## config.mk

```make
export PLATFORM = sky130hd
export DESIGN_NAME = vfm_ctrl
export DESIGN_NICKNAME = d
export VERILOG_FILES = /design/src/sv/vfm_pkg.sv /design/src/sv/vfm_ctrl.sv
export VERILOG_INCLUDE_DIRS = /design/src /design/src/sv
export SDC_FILE = /design/constraint.sdc
export NUM_CORES = 1
export LEC_CHECK = 0
export BUFFER_PORTS_ARGS = -buffer_cell sky130_fd_sc_hd__buf_2
export CAP_MARGIN = 20
export CORE_MARGIN = 3
export CORE_UTILIZATION = 50
export CTS_CLUSTER_DIAMETER = 30
export CTS_CLUSTER_SIZE = 14
export DETAILED_ROUTE_END_ITERATION = 7
export PLACE_DENSITY = 0.82
export SYNTH_ARGS = -nofsm -noshare
export SYNTH_HDL_FRONTEND = slang
export SYNTH_SLANG_ARGS = --single-unit
```

## constraint.sdc

```tcl
create_clock -name aclk -period 8.3 [get_ports aclk]
set_clock_uncertainty 0.15 [all_clocks]
set_input_delay 2.49 -clock aclk [delete_from_list [all_inputs] [get_ports aclk]]
set_output_delay 2.49 -clock aclk [all_outputs]
set_load 0.01 [all_outputs]
```

## src/sv/voxel_face_mesher_defines.svh

```systemverilog
// assertion macros of the voxel face mesher, used by vfm_ctrl
`ifndef VOXEL_FACE_MESHER_DEFINES_SVH
`define VOXEL_FACE_MESHER_DEFINES_SVH

// plain property checked every clock outside reset
`define VFM_ASSERT(label, prop, msg) \
    label: assert property (@(posedge aclk) disable iff (!aresetn) (prop)) else $error(msg);

// same-cycle implication
`define VFM_ASSERT_IMPL(label, ante, cons, msg) \
    label: assert property (@(posedge aclk) disable iff (!aresetn) (ante) |-> (cons)) \
        else $error(msg);

// next-cycle implication
`define VFM_ASSERT_NEXT(label, ante, cons, msg) \
    label: assert property (@(posedge aclk) disable iff (!aresetn) (ante) |=> (cons)) \
        else $error(msg);

`endif

```

## src/sv/vfm_pkg.sv

```systemverilog
// types, constants and helpers of the voxel face mesher
`default_nettype none

package vfm_pkg;

    localparam int CHUNK_WIDTH  = 16;
    localparam int CHUNK_HEIGHT = 128;

    localparam int POS_XZ_W  = 4;
    localparam int POS_Y_W   = 7;
    localparam int CODE_W    = 8;
    localparam int REQ_W     = 2;
    localparam int ORG_W     = 21;
    localparam int WORLD_W   = 22;
    localparam int WY_W      = 8;
    localparam int VCNT_W    = 20;
    localparam int FACE_W    = 3;
    localparam int NUM_FACES = 6;
    localparam int CFG_IDX_W = 2;

    localparam int STORE_DEPTH = CHUNK_WIDTH * CHUNK_HEIGHT * CHUNK_WIDTH;
    localparam int ADDR_W      = $clog2(STORE_DEPTH);

    // scan reads the center and then each neighbor, data arrives in the cycle after its address
    localparam int SCAN_LAST = NUM_FACES + 1;
    localparam int CNT_W     = $clog2(SCAN_LAST + 1);

    localparam logic [VCNT_W-1:0] VCNT_STEP = VCNT_W'(4);

    localparam int IN_BITS     = POS_XZ_W + POS_Y_W + POS_XZ_W + CODE_W;
    localparam int IN_DATA_W   = ((IN_BITS + 7) / 8) * 8;
    localparam int IN_USER_W   = REQ_W;
    localparam int OUT_BITS    = CODE_W + WORLD_W + WY_W + WORLD_W + VCNT_W;
    localparam int OUT_DATA_W  = ((OUT_BITS + 7) / 8) * 8;
    localparam int OUT_USER_W  = FACE_W;

    // corner offsets per face, bit k belongs to face k
    localparam logic [NUM_FACES-1:0] FACE_CORNER_X = 6'b010110;
    localparam logic [NUM_FACES-1:0] FACE_CORNER_Y = 6'b001000;
    localparam logic [NUM_FACES-1:0] FACE_CORNER_Z = 6'b100010;

    typedef enum logic [REQ_W-1:0] {
        REQ_WRITE = 2'd0,
        REQ_MESH  = 2'd1,
        REQ_BEGIN = 2'd2
    } req_t;

    typedef enum logic [CFG_IDX_W-1:0] {
        CFG_ORIGIN_X = 2'd0,
        CFG_ORIGIN_Z = 2'd1,
        CFG_AIR      = 2'd2
    } cfg_idx_t;

    typedef enum logic [FACE_W-1:0] {
        FACE_NX = 3'd0,
        FACE_PX = 3'd1,
        FACE_NY = 3'd2,
        FACE_PY = 3'd3,
        FACE_NZ = 3'd4,
        FACE_PZ = 3'd5
    } face_t;

    typedef enum logic [1:0] {
        ST_IDLE,
        ST_SCAN,
        ST_EMIT
    } state_t;

    typedef struct packed {
        logic signed [ORG_W-1:0] origin_x;
        logic signed [ORG_W-1:0] origin_z;
        logic [CODE_W-1:0]       air;
    } cfg_t;

    typedef struct packed {
        logic                mesh;
        logic                clear;
        logic [POS_XZ_W-1:0] x;
        logic [POS_Y_W-1:0]  y;
        logic [POS_XZ_W-1:0] z;
    } cmd_t;

    function automatic logic [ADDR_W-1:0] cell_addr(
        input logic [POS_XZ_W-1:0] x,
        input logic [POS_Y_W-1:0]  y,
        input logic [POS_XZ_W-1:0] z
    );
        return ADDR_W'(x) * ADDR_W'(CHUNK_HEIGHT * CHUNK_WIDTH)
             + ADDR_W'(y) * ADDR_W'(CHUNK_WIDTH)
             + ADDR_W'(z);
    endfunction

endpackage

`default_nettype wire

```

## src/sv/vfm_ctrl.sv

```systemverilog
// mesh sequencer: reads voxel and neighbors, builds face mask, emits face results
`default_nettype none
`include "voxel_face_mesher_defines.svh"

module vfm_ctrl
    import vfm_pkg::*;
(
    input  wire logic                  aclk,
    input  wire logic                  aresetn,
    input  wire cfg_t                  cfg,
    input  wire cmd_t                  cmd,
    output logic                       idle,
    output logic [ADDR_W-1:0]          ram_raddr,
    input  wire logic [CODE_W-1:0]     ram_rdata,
    output logic                       m_tvalid,
    input  wire logic                  m_tready,
    output logic [OUT_DATA_W-1:0]      m_tdata,
    output logic [OUT_USER_W-1:0]      m_tuser,
    output logic                       m_tlast
);

    state_t                state_reg, state_next;
    logic [CNT_W-1:0]      cnt_reg, cnt_next;
    logic [NUM_FACES-1:0]  mask_reg, mask_next;
    logic [VCNT_W-1:0]     vcount_reg, vcount_next;
    logic                  m_tvalid_reg, m_tvalid_next;

    logic [POS_XZ_W-1:0]   x_reg, z_reg;
    logic [POS_Y_W-1:0]    y_reg;
    logic [CODE_W-1:0]     center_reg;

    face_t                 face_reg;
    logic [CODE_W-1:0]     block_reg;
    logic [WORLD_W-1:0]    wx_reg, wz_reg;
    logic [WY_W-1:0]       wy_reg;
    logic [VCNT_W-1:0]     base_reg;
    logic                  m_tlast_reg;

    logic [ADDR_W-1:0]     center_addr;
    logic [ADDR_W-1:0]     nbr_addr [NUM_FACES];
    logic [NUM_FACES-1:0]  nbr_out;
    face_t                 sel;
    logic [NUM_FACES-1:0]  mask_clr;
    logic                  out_free;
    logic                  out_load;
    logic [WORLD_W-1:0]    wx, wz;
    logic [WY_W-1:0]       wy;

    function automatic face_t first_face(input logic [NUM_FACES-1:0] m);
        face_t f;
        f = FACE_NX;
        for (int i = NUM_FACES - 1; i >= 0; i--) begin
            if (m[i]) begin
                f = face_t'(FACE_W'(i));
            end
        end
        return f;
    endfunction

    // neighbor addresses and chunk-edge flags around the latched voxel
    always_comb begin
        center_addr        = cell_addr(x_reg, y_reg, z_reg);
        nbr_addr[FACE_NX]  = cell_addr(POS_XZ_W'(x_reg - 1'b1), y_reg, z_reg);
        nbr_addr[FACE_PX]  = cell_addr(POS_XZ_W'(x_reg + 1'b1), y_reg, z_reg);
        nbr_addr[FACE_NY]  = cell_addr(x_reg, POS_Y_W'(y_reg - 1'b1), z_reg);
        nbr_addr[FACE_PY]  = cell_addr(x_reg, POS_Y_W'(y_reg + 1'b1), z_reg);
        nbr_addr[FACE_NZ]  = cell_addr(x_reg, y_reg, POS_XZ_W'(z_reg - 1'b1));
        nbr_addr[FACE_PZ]  = cell_addr(x_reg, y_reg, POS_XZ_W'(z_reg + 1'b1));
        nbr_out[FACE_NX]   = (x_reg == '0);
        nbr_out[FACE_PX]   = (x_reg == POS_XZ_W'(CHUNK_WIDTH - 1));
        nbr_out[FACE_NY]   = (y_reg == '0);
        nbr_out[FACE_PY]   = (y_reg == POS_Y_W'(CHUNK_HEIGHT - 1));
        nbr_out[FACE_NZ]   = (z_reg == '0);
        nbr_out[FACE_PZ]   = (z_reg == POS_XZ_W'(CHUNK_WIDTH - 1));
    end

    always_comb begin
        sel      = first_face(mask_reg);
        mask_clr = mask_reg & ~(NUM_FACES'(1) << sel);
        wx = {cfg.origin_x[ORG_W-1], cfg.origin_x} + WORLD_W'(x_reg)
           + WORLD_W'(FACE_CORNER_X[sel]);
        wy = WY_W'(y_reg) + WY_W'(FACE_CORNER_Y[sel]);
        wz = {cfg.origin_z[ORG_W-1], cfg.origin_z} + WORLD_W'(z_reg)
           + WORLD_W'(FACE_CORNER_Z[sel]);
    end

    always_comb begin
        state_next    = state_reg;
        cnt_next      = cnt_reg;
        mask_next     = mask_reg;
        vcount_next   = vcount_reg;
        m_tvalid_next = m_tvalid_reg;
        ram_raddr     = center_addr;
        out_free      = !m_tvalid_reg || m_tready;
        out_load      = 1'b0;

        if (m_tvalid_reg && m_tready) begin
            m_tvalid_next = 1'b0;
        end
        if (cmd.clear) begin
            vcount_next = '0;
        end

        case (state_reg)
            ST_IDLE: begin
                if (cmd.mesh) begin
                    state_next = ST_SCAN;
                    cnt_next   = '0;
                    mask_next  = '0;
                end
            end
            ST_SCAN: begin
                for (int k = 0; k < NUM_FACES; k++) begin
                    if (cnt_reg == CNT_W'(k + 1)) begin
                        ram_raddr = nbr_addr[k];
                    end
                    // read data of neighbor k arrives in the cycle after its address
                    if (cnt_reg == CNT_W'(k + 2)) begin
                        mask_next[k] = nbr_out[k] || (ram_rdata == cfg.air);
                    end
                end
                if (cnt_reg == CNT_W'(SCAN_LAST)) begin
                    cnt_next = '0;
                    if ((center_reg == cfg.air) || (mask_next == '0)) begin
                        state_next = ST_IDLE;
                    end else begin
                        state_next = ST_EMIT;
                    end
                end else begin
                    cnt_next = cnt_reg + 1'b1;
                end
            end
            ST_EMIT: begin
                if (out_free) begin
                    out_load      = 1'b1;
                    m_tvalid_next = 1'b1;
                    mask_next     = mask_clr;
                    vcount_next   = vcount_reg + VCNT_STEP;
                    if (mask_clr == '0) begin
                        state_next = ST_IDLE;
                    end
                end
            end
            default: begin
                state_next = ST_IDLE;
                cnt_next   = '0;
            end
        endcase
    end

    always_ff @(posedge aclk) begin
        if (!aresetn) begin
            state_reg    <= ST_IDLE;
            cnt_reg      <= '0;
            mask_reg     <= '0;
            vcount_reg   <= '0;
            m_tvalid_reg <= 1'b0;
        end else begin
            state_reg    <= state_next;
            cnt_reg      <= cnt_next;
            mask_reg     <= mask_next;
            vcount_reg   <= vcount_next;
            m_tvalid_reg <= m_tvalid_next;
        end
    end

    always_ff @(posedge aclk) begin
        if (state_reg == ST_IDLE && cmd.mesh) begin
            x_reg <= cmd.x;
            y_reg <= cmd.y;
            z_reg <= cmd.z;
        end
        if (state_reg == ST_SCAN && cnt_reg == CNT_W'(1)) begin
            center_reg <= ram_rdata;
        end
        if (out_load) begin
            face_reg    <= sel;
            block_reg   <= center_reg;
            wx_reg      <= wx;
            wy_reg      <= wy;
            wz_reg      <= wz;
            base_reg    <= vcount_reg;
            m_tlast_reg <= (mask_clr == '0);
        end
    end

    assign idle     = (state_reg == ST_IDLE);
    assign m_tvalid = m_tvalid_reg;
    assign m_tdata  = OUT_DATA_W'({base_reg, wz_reg, wy_reg, wx_reg, block_reg});
    assign m_tuser  = face_reg;
    assign m_tlast  = m_tlast_reg;

    `VFM_ASSERT_NEXT(a_vcount_step, out_load, (vcount_reg - $past(vcount_reg)) == VCNT_STEP, "vertex counter did not advance by four on a face result")
    `VFM_ASSERT_IMPL(a_emit_mask, state_reg == ST_EMIT, mask_reg != '0, "emit state with empty face mask")
    `VFM_ASSERT_IMPL(a_cnt_rest, state_reg != ST_SCAN, cnt_reg == '0, "scan counter left nonzero outside scan")
    `VFM_ASSERT_NEXT(a_last_idle, out_load && (mask_clr == '0), (state_reg == ST_IDLE) && m_tvalid_reg && m_tlast_reg, "final face did not end the voxel")

endmodule

`default_nettype wire

```

# Yosys cells after proc, flatten, opt, wreduce, memory -nomap -nowiden
# Memory sizes are Yosys's and may differ from the RTL's.
# Cells that the tools add are included.
# classes
n_addsub	25
magnitude_cmp	1
eq_ne	18
n_shift	1
mux	48
n_bitwise	3
reduce_logical	22
# ops
operator	count
adder 15 x 4 -> 15 bit	7
2-to-1 mux 15 bit	7
adder 15 x 11 -> 15 bit	5
2-to-1 mux 20 bit	3
adder 21 x 5 -> 22 bit	2
adder 22 x 1 -> 22 bit	2
2-to-1 mux 3 bit	8
adder 20 x 3 -> 20 bit, second input constant	1
2-to-1 mux 1 bit	20
one-hot mux 6 bit (3 select lines)	1
== test 8 bit	2
== test 3 bit, second input constant	4
zero test 6 bit	2
2-to-1 mux 6 bit	2
2-to-1 mux 2 bit	5
one-hot mux 3 bit (3 select lines)	1
adder 4 x 1 -> 4 bit, second input constant	2
adder 7 x 1 -> 8 bit	1
== test 4 bit, second input constant	2
zero test 4 bit	2
logical OR 1 bit	8
inequality test 2 bit, second input constant	4
subtractor 4 x 1 -> 4 bit, second input constant	2
adder 7 x 1 -> 7 bit, second input constant	1
21 further kinds	24
# word_totals
register_bits	139
mem_bits_ro	24
in_bits	78
output_inout_bits	101
elab_cells	137
memories	3
# memory_table
name	depth	width	rd	rd_ports_with_merged_regs	wr	line_no	source
(no name shown)	8	1	1	0	0	vfm_ctrl.sv:84	+ WORLD_W'(FACE_CORNER_Z[sel]);
(no name shown)	8	1	1	0	0	vfm_ctrl.sv:82	wy = WY_W'(y_reg) + WY_W'(FACE_CORNER_Y[sel]);
(no name shown)	8	1	1	0	0	vfm_ctrl.sv:81	+ WORLD_W'(FACE_CORNER_X[sel]);

# Depth between registers and ports, before layout
# Gate-level depths: netlist of run 1.
# logic_depth
word_depth	13
mapped_depth	15
mapped_depth_nobuf	15

# Least setup slack after synthesis of run 1
# Ideal clock, no wire load.
# synth_timing
path_type	input port to flip-flop
start	input m_tready
end	register vcount_reg[5]
setup_time_ps	64
arrival_ps	5817
required_ps	8086
slack_ps	2268
cell_stages	7
n_path_buf	1
cell_sequence	nor2b_1 nand2b_1 inv_2 clkbuf_1 nand2_1 xor2_1 nor2_1
# synth_between
elab_chain_len	3
# synth_rtl
element	line_no	source
start: declaration	vfm_ctrl.sv:16	input wire logic m_tready,
logical OR 1 bit	vfm_ctrl.sv:94	out_free = !m_tvalid_reg || m_tready;
2-to-1 mux 20 bit	vfm_ctrl.sv:134	if (out_free) begin
2-to-1 mux 20 bit	vfm_ctrl.sv:104	case (state_reg)
end signal: assignment	vfm_ctrl.sv:162	vcount_reg <= vcount_next;
end: declaration	vfm_ctrl.sv:25	logic [VCNT_W-1:0] vcount_reg, vcount_next;
# Every way passes these cells.
# A chain may end at the register's enable or synchronous reset.

# Worst setup path in the final report of run 1
# layout_timing
start	register cnt_reg[0]
end	output ram_raddr[10]
# layout_between
elab_chain_len	8
word_cells_on_any_way	13
classes_between	eq/ne (6); mux (7)
# layout_rtl
element	line_no	source
start: declaration	vfm_ctrl.sv:23	logic [CNT_W-1:0] cnt_reg, cnt_next;
start signal: assignment	vfm_ctrl.sv:160	cnt_reg <= cnt_next;
== test 3 x 1 -> 1 bit	vfm_ctrl.sv:114	if (cnt_reg == CNT_W'(k + 1)) begin
2-to-1 mux 15 bit (5 in series)	vfm_ctrl.sv:114	
2-to-1 mux 15 bit (*)	vfm_ctrl.sv:114	
2-to-1 mux 15 bit (*)	vfm_ctrl.sv:104	
end: declaration	vfm_ctrl.sv:13	output logic [ADDR_W-1:0] ram_raddr,
# Mark *: on every way between the ends. The rest lies on a longest branch, timed or not.

==> results.cfg, run 1 <==
[grt]
antenna_found_initial = 0
grt_max_degree = 54
grt_first_pass_wirelength_um = 24800
gr-total-overflow = 0
grt.total_usage_pct = 19.6
grt_pass1_vias = 5065

[drt]
wl_met2_um = 7470
firstDrtPassIters = 5
vias = 5262
maxUsedRoutingLayer = met4
drc = 0
routed_wl_um = 15000
wl_met3_um = 800
wl_met1_um = 6400
drt_iter0_markers = 397
wire_per_inst_um = 15.2
routed_via_density = 5.33
ant_nets = 0

[placed_design]
port_buffers = 178
place_congestion = 0.890
dp.cells = 955
hpwl_um = 11000
place_area_sq_mm = 0.00803
place_ws_ns = 3.05

[floorplan]
num_rows = 42
start_util_pct = 51.9
fp.dieArea_sq_mm = 0.0154
ios = 179
core_sq_mm = 0.0135
dieWidth_um = 124
die_h_um = 124

[worst_setup_path]
critPathLaunchType = flop
slowest_stage = dfxtp_1
crit_buf_inv = 2
path_cells = inv_1 > ha_1 > o21ai_0 > o211ai_1 > a2111oi_2 > xor2_1 > buf_2
required_ns = 5.66
crit_fanout = 11
arrival_ns = 2.53
max_stage_delay_ns = 0.40
critPathTopFamily = compound AO/OA/AOI/OAI gates
endpoint_kind = output pin
crit_type = flop to output pin

[synthesis]
yosys_register_bits = 139
yosysSeqAreaShare_pct = 55.2
synth_async_sr_flop_share_pct = 0
syn_inst = 617
yosys_warnings = 0
synth_edf_count = 107
synth_cell_types = 63
ys_top_cells_by_count = edfxtp_1, nor2_1, nand2_1
yosysMostFrequentCell = edfxtp_1
ys_top_cells_by_area = edfxtp_1, dfxtp_1, ha_1
yosys.area.top_type_share_pct = 46.0
syn_nets = 727
synth_ff_type = edfxtp_1
synth_area_sq_mm = 0.00699
synth_top_area_cell = edfxtp_1
syn_avg_cell_area_sq_um = 11.3

[power_and_ir_drop]
power_frac_comb_pct = 9.2
powerDensity_mw_per_mm2 = 194
switching_share_pct = 23.3
p_leak_nw = 3.39
seqPwrFrac_pct = 46.6
ir_drop_mv = 0.157
internal-power_w = 0.00128
power.share.clock_pct = 44.2
switchingPower_w = 0.000389

[sta]
max_freq_mhz = 193
min_period_ns = 5.17
hold_viol = 0
fin_ws_ns = 3.13
tightestPinTransition_ns = 0.794
slew_headroom_pct = 47.0
finalSetupViolations = 0
finalCritPeriodShare_pct = 62.3
finalMaxSlewViolations = 0
rsz0062_at_grt = no
timing.setup.tns_ns = 0

[clocking]
cts_sinks = 139
cts_buffers = 17
htreeDepth = 4
cts_hold_buffers = 0
postCtsSetupRepairBufs = 0
insertion_delay_ns = 0.41
cts_max_path_buffers = 2
cts_tree = built
ctsResizeCount = 0
root_buffer = clkbuf_16
clk_pin_slew_worst_paths_ns = 0.06

[cells_and_area]
fill_cells = 1116
nets = 908
final_cells = 987
antenna_cells = 0
drive_gt1_share_pct = 28.1
multi_input_area_sq_mm = 0.00294
synthToLayoutAreaGrowth_pct = 23.3
final_core_util_pct = 64.1
seq_area_sq_mm = 0.00385
finalInstanceArea_sq_mm = 0.00862

[flow_run]
maxCapViolations = 0

[worst_hold_path]
hp-class = flop to flop

[status]
status = complete, no violations
[cells by family after synthesis]
logic type	after synthesis	share of synthesized area, %
buf+inv	46	2.70
mux	2	0.304
simple gates	220	16.9
compound gates	104	9.53
flops	139	55.2
xor+xnor	74	9.28
fa+ha+maj	32	6.16
[final timing paths]
path	cells after the start	slack [ns]	from	endpoint
worst min register to register	0	0.27	vcount_reg[0]$_SDFFE_PN0N_	base_reg[0]$_DFFE_PP_
worst max-delay path	7	3.13	cnt_reg[0]$_SDFFE_PN0P_	ram_raddr[10]
worst max register to register	15	4.60	mask_reg[4]$_SDFFE_PN0P_	wx_reg[16]$_DFFE_PP_
worst min-delay path	0	0.27	vcount_reg[0]$_SDFFE_PN0N_	base_reg[0]$_DFFE_PP_
[power by group through the flow]
stage	clock, W	combinational [W]	sequential (W)
final	0.000738	0.000153	0.000778
after global routing	0.000783	0.000171	0.000780
after CTS	0.000749	0.000153	0.000778
after detailed placement	0	0.000152	0.000793
after global placement	0	0.000147	0.000792
after floorplan	0	0.0000993	0.000786
[stage by stage]
| step | hold slack, ns | power, W |
|---|---|---|
| global placement | 0.256 | 0.000939 |
| detailed placement | 0.267 | 0.000945 |
| global route | 0.287 | 0.00173 |
| floorplan | 0.250 | 0.000885 |
| CTS | 0.277 | 0.00168 |
| finish | 0.274 | 0.00167 |
[final cells by class]
type / count / area share (%)
tap: 176 / 2.56
inverter: 29 / 1.29
timing repair buffer: 179 / 10.4
multi-input combinational: 432 / 34.2
sequential: 139 / 44.7
clock inverter: 11 / 1.23
clock buffer: 21 / 5.60
[metal layers]
layer  up-vias  track usage (%)
met1      2463             25.3
li1       2597                -
met4         0             7.09
met5         -                0
met3        25             4.21
met2       177             32.7
[layout by cell type (no fill, tap or decap), types with 5 or more instances in the layout]
| cell type | synthesis | routed |
|---|---|---|
| xor2_1 | 36 | 36 |
| ha_1 | 28 | 28 |
| nand4_1 | 14 | 14 |
| nand2b_1 | 5 | 5 |
| nand3b_1 | 5 | 5 |
| inv_1 | 28 | 28 |
| dfxtp_1 | 32 | 32 |
| nor3_1 | 11 | 11 |
| o21ai_0 | 18 | 18 |
| o21ai_1 | 5 | 5 |
| nor2b_1 | 12 | 12 |
| a21oi_1 | 34 | 34 |
| o211ai_1 | 6 | 6 |
| edfxtp_1 | 107 | 107 |
| o21a_1 | 5 | 5 |
| clkbuf_16 | 0 | 19 |
| and3_1 | 13 | 13 |
| nor2_1 | 49 | 49 |
| nand2_1 | 48 | 48 |
| nand3_1 | 29 | 29 |
| buf_2 | 9 | 178 |
| xnor2_1 | 38 | 38 |
[worst reg2reg max path: stages, from the launching register on]
cell     delay, ns
dfxtp_1       0.45
inv_1         0.07
a21oi_1       0.13
nor2_1        0.05
nor2_1        0.14
nor2_1        0.06
ha_1          0.28
o21ai_0       0.15
fa_1          0.44
fa_1          0.41
a21o_1        0.17
a21oi_1       0.30
and3b_1       0.26
nor2b_1       0.20
nand3_1       0.12
xnor2_1       0.09
Note: power is estimated with default switching activity, not from simulation.
==> inputs of run 2 (changes only) <==
- clock period: 8.3 -> 5.3 ns (I/O delays scaled with it)
==> results.cfg, run 2 (synthesis gave the netlist of run 1 again) <==
[drt]
wl_met1_um = 6360
drc = 0
firstDrtPassIters = 5
vias = 5187
wl_met2_um = 7240
wire_per_inst_um = 15.1
drt_iter0_markers = 411
ant_nets = 0
routed_wl_um = 14900
wl_met3_um = 957
routed_via_density = 5.26
maxUsedRoutingLayer = met4

[sta]
min_period_ns = 4.23
finalSetupViolations = 0
hold_viol = 0
timing.setup.tns_ns = 0
rsz0062_at_grt = no
finalCritPeriodShare_pct = 79.9
tightestPinTransition_ns = 0.785
slew_headroom_pct = 47.7
max_freq_mhz = 236
finalMaxSlewViolations = 0

[worst_setup_path]
r2r_end = wx_reg[16]$_DFFE_PP_
critPathLaunchType = flop
timing.rr.start = mask_reg[4]$_SDFFE_PN0P_
endpoint_kind = output pin
max_stage_delay_ns = 0.60
crit_type = flop to output pin
r2r_setup_slack_ns = 1.66
path_cells = inv_1 > ha_1 > nor3b_1 > nor2b_1 > nand2_1 > xnor2_1 > buf_2
arrival_ns = 2.49
critPathTopFamily = simple AND/OR/NAND/NOR gates
reg2regPathDepth = 15
slowest_stage = dfxtp_1
crit_fanout = 14
required_ns = 3.56
crit_buf_inv = 2

[grt]
antenna_found_initial = 0
grt_first_pass_wirelength_um = 24500
gr-total-overflow = 0
grt_max_degree = 69
grt_pass1_vias = 5061
grt.total_usage_pct = 19.5

[cells_and_area]
synthToLayoutAreaGrowth_pct = 23.3
multi_input_area_sq_mm = 0.00294
final_common_cell = buf_2
mostFrequentLayoutCells = buf_2, edfxtp_1, nor2_1
seq_area_sq_mm = 0.00385
finalInstanceArea_sq_mm = 0.00862
fill_cells = 1069
antenna_cells = 0
drive_gt1_share_pct = 28.0
nets = 908
final_cells = 986

[power_and_ir_drop]
powerDensity_mw_per_mm2 = 304
seqPwrFrac_pct = 46.5
power.share.clock_pct = 44.5
p_leak_nw = 3.38
switching_share_pct = 22.8
internal-power_w = 0.00202
power_frac_comb_pct = 9.0
ir_drop_mv = 0.180
switchingPower_w = 0.000597

[floorplan]
die_h_um = 124
dieWidth_um = 124
ios = 179
start_util_pct = 51.9
core_sq_mm = 0.0135
num_rows = 42
fp.dieArea_sq_mm = 0.0154

[worst_hold_path]
hp-class = flop to flop
hold_depth = 0
holdCritStartpoint = vcount_reg[0]$_SDFFE_PN0N_
holdPathEnd = base_reg[0]$_DFFE_PP_

[placed_design]
port_buffers = 178
dp.cells = 955
place_area_sq_mm = 0.00803
hpwl_um = 10900
place_congestion = 0.902

[clocking]
cts_max_path_buffers = 2
insertion_delay_ns = 0.42
clk_pin_slew_worst_paths_ns = 0.06
cts_sinks = 139
cts_buffers = 17
ctsResizeCount = 0
cts_tree = built
htreeDepth = 4
cts_hold_buffers = 0
postCtsSetupRepairBufs = 0
root_buffer = clkbuf_16

[flow_run]
maxCapViolations = 0

[status]
status = complete, no violations
## run 2: changes by cell type in the layout (fill, tap and decap cells not counted)
cell        previous run  this run
clkinv_1               0         1
clkbuf_1               2         1
clkinv_4               4         3
bufinv_16              1         2
clkinvlp_4             0         2
clkbuf_16             19        18
clkbuf_8               0         1
inv_6                  3         0
## run 2: layout make-up
cell class	instances	area share [%]
Clock inverter	11	1.39
Inverter	29	1.29
Multi-Input combinational cell	432	34.2
Clock buffer	20	5.43
Timing Repair Buffer	179	10.4
Tap cell	176	2.56
Sequential cell	139	44.7
## run 2: stage by stage
step           setup slack, ns  total power [W]  hold slack [ns]  utilization (%)
2_1_floorplan            0.168          0.00139            0.250                -
3_3_place_gp              1.32          0.00147            0.260             59.7
3_5_place_dp              1.23          0.00148            0.265             59.7
4_1_cts                   1.06          0.00264            0.281             64.0
5_1_grt                  0.812          0.00271            0.290             64.0
6_report                  1.07          0.00262            0.283             64.0
## run 2: worst max-delay path by stage
| stage | startpoint | to | slack (ns) | depth (start not counted) |
|---|---|---|---|---|
| final | cnt_reg[2]$_SDFFE_PN0P_ | ram_raddr[13] | 1.07 | 7 |
| after global routing | cnt_reg[0]$_SDFFE_PN0P_ | ram_raddr[10] | 0.81 | 7 |
| after CTS | cnt_reg[2]$_SDFFE_PN0P_ | ram_raddr[13] | 1.06 | 7 |
| after detailed placement | cfg[8] | wz_reg[20]$_DFFE_PP_ | 1.23 | 10 |
| after global placement | cfg[29] | wx_reg[16]$_DFFE_PP_ | 1.32 | 9 |
| after floorplan | m_tready | vcount_reg[5]$_SDFF_PN0_ | 0.17 | 7 |
## run 2: worst reg2reg max path, delay by kind of cell, from the launching register on
family | cells | cell delay, ns
xor gates and xnor gates | 1 | 0.07
AOI/OAI and AO/OA | 4 | 0.70
DFF | 1 | 0.46
adders and majority gates | 3 | 1.14
buffers and inverters | 1 | 0.07
and+or+nand+nor | 6 | 0.80
## run 2: power by group through the flow
stage / logic (W) / registers, W / clock network, W
after floorplan: 0.000155 / 0.00123 / 0
after global placement: 0.000230 / 0.00124 / 0
after detailed placement: 0.000236 / 0.00124 / 0
after CTS: 0.000238 / 0.00122 / 0.00118
after global routing: 0.000266 / 0.00122 / 0.00123
final: 0.000237 / 0.00122 / 0.00117
## run 2: per-layer routing
layer | GRT usage, % | vias to the layer above
met1 | 24.7 | 2389
met4 | 7.35 | 0
met5 | 0 | -
met3 | 5.50 | 22
met2 | 32.0 | 184
li1 | - | 2592
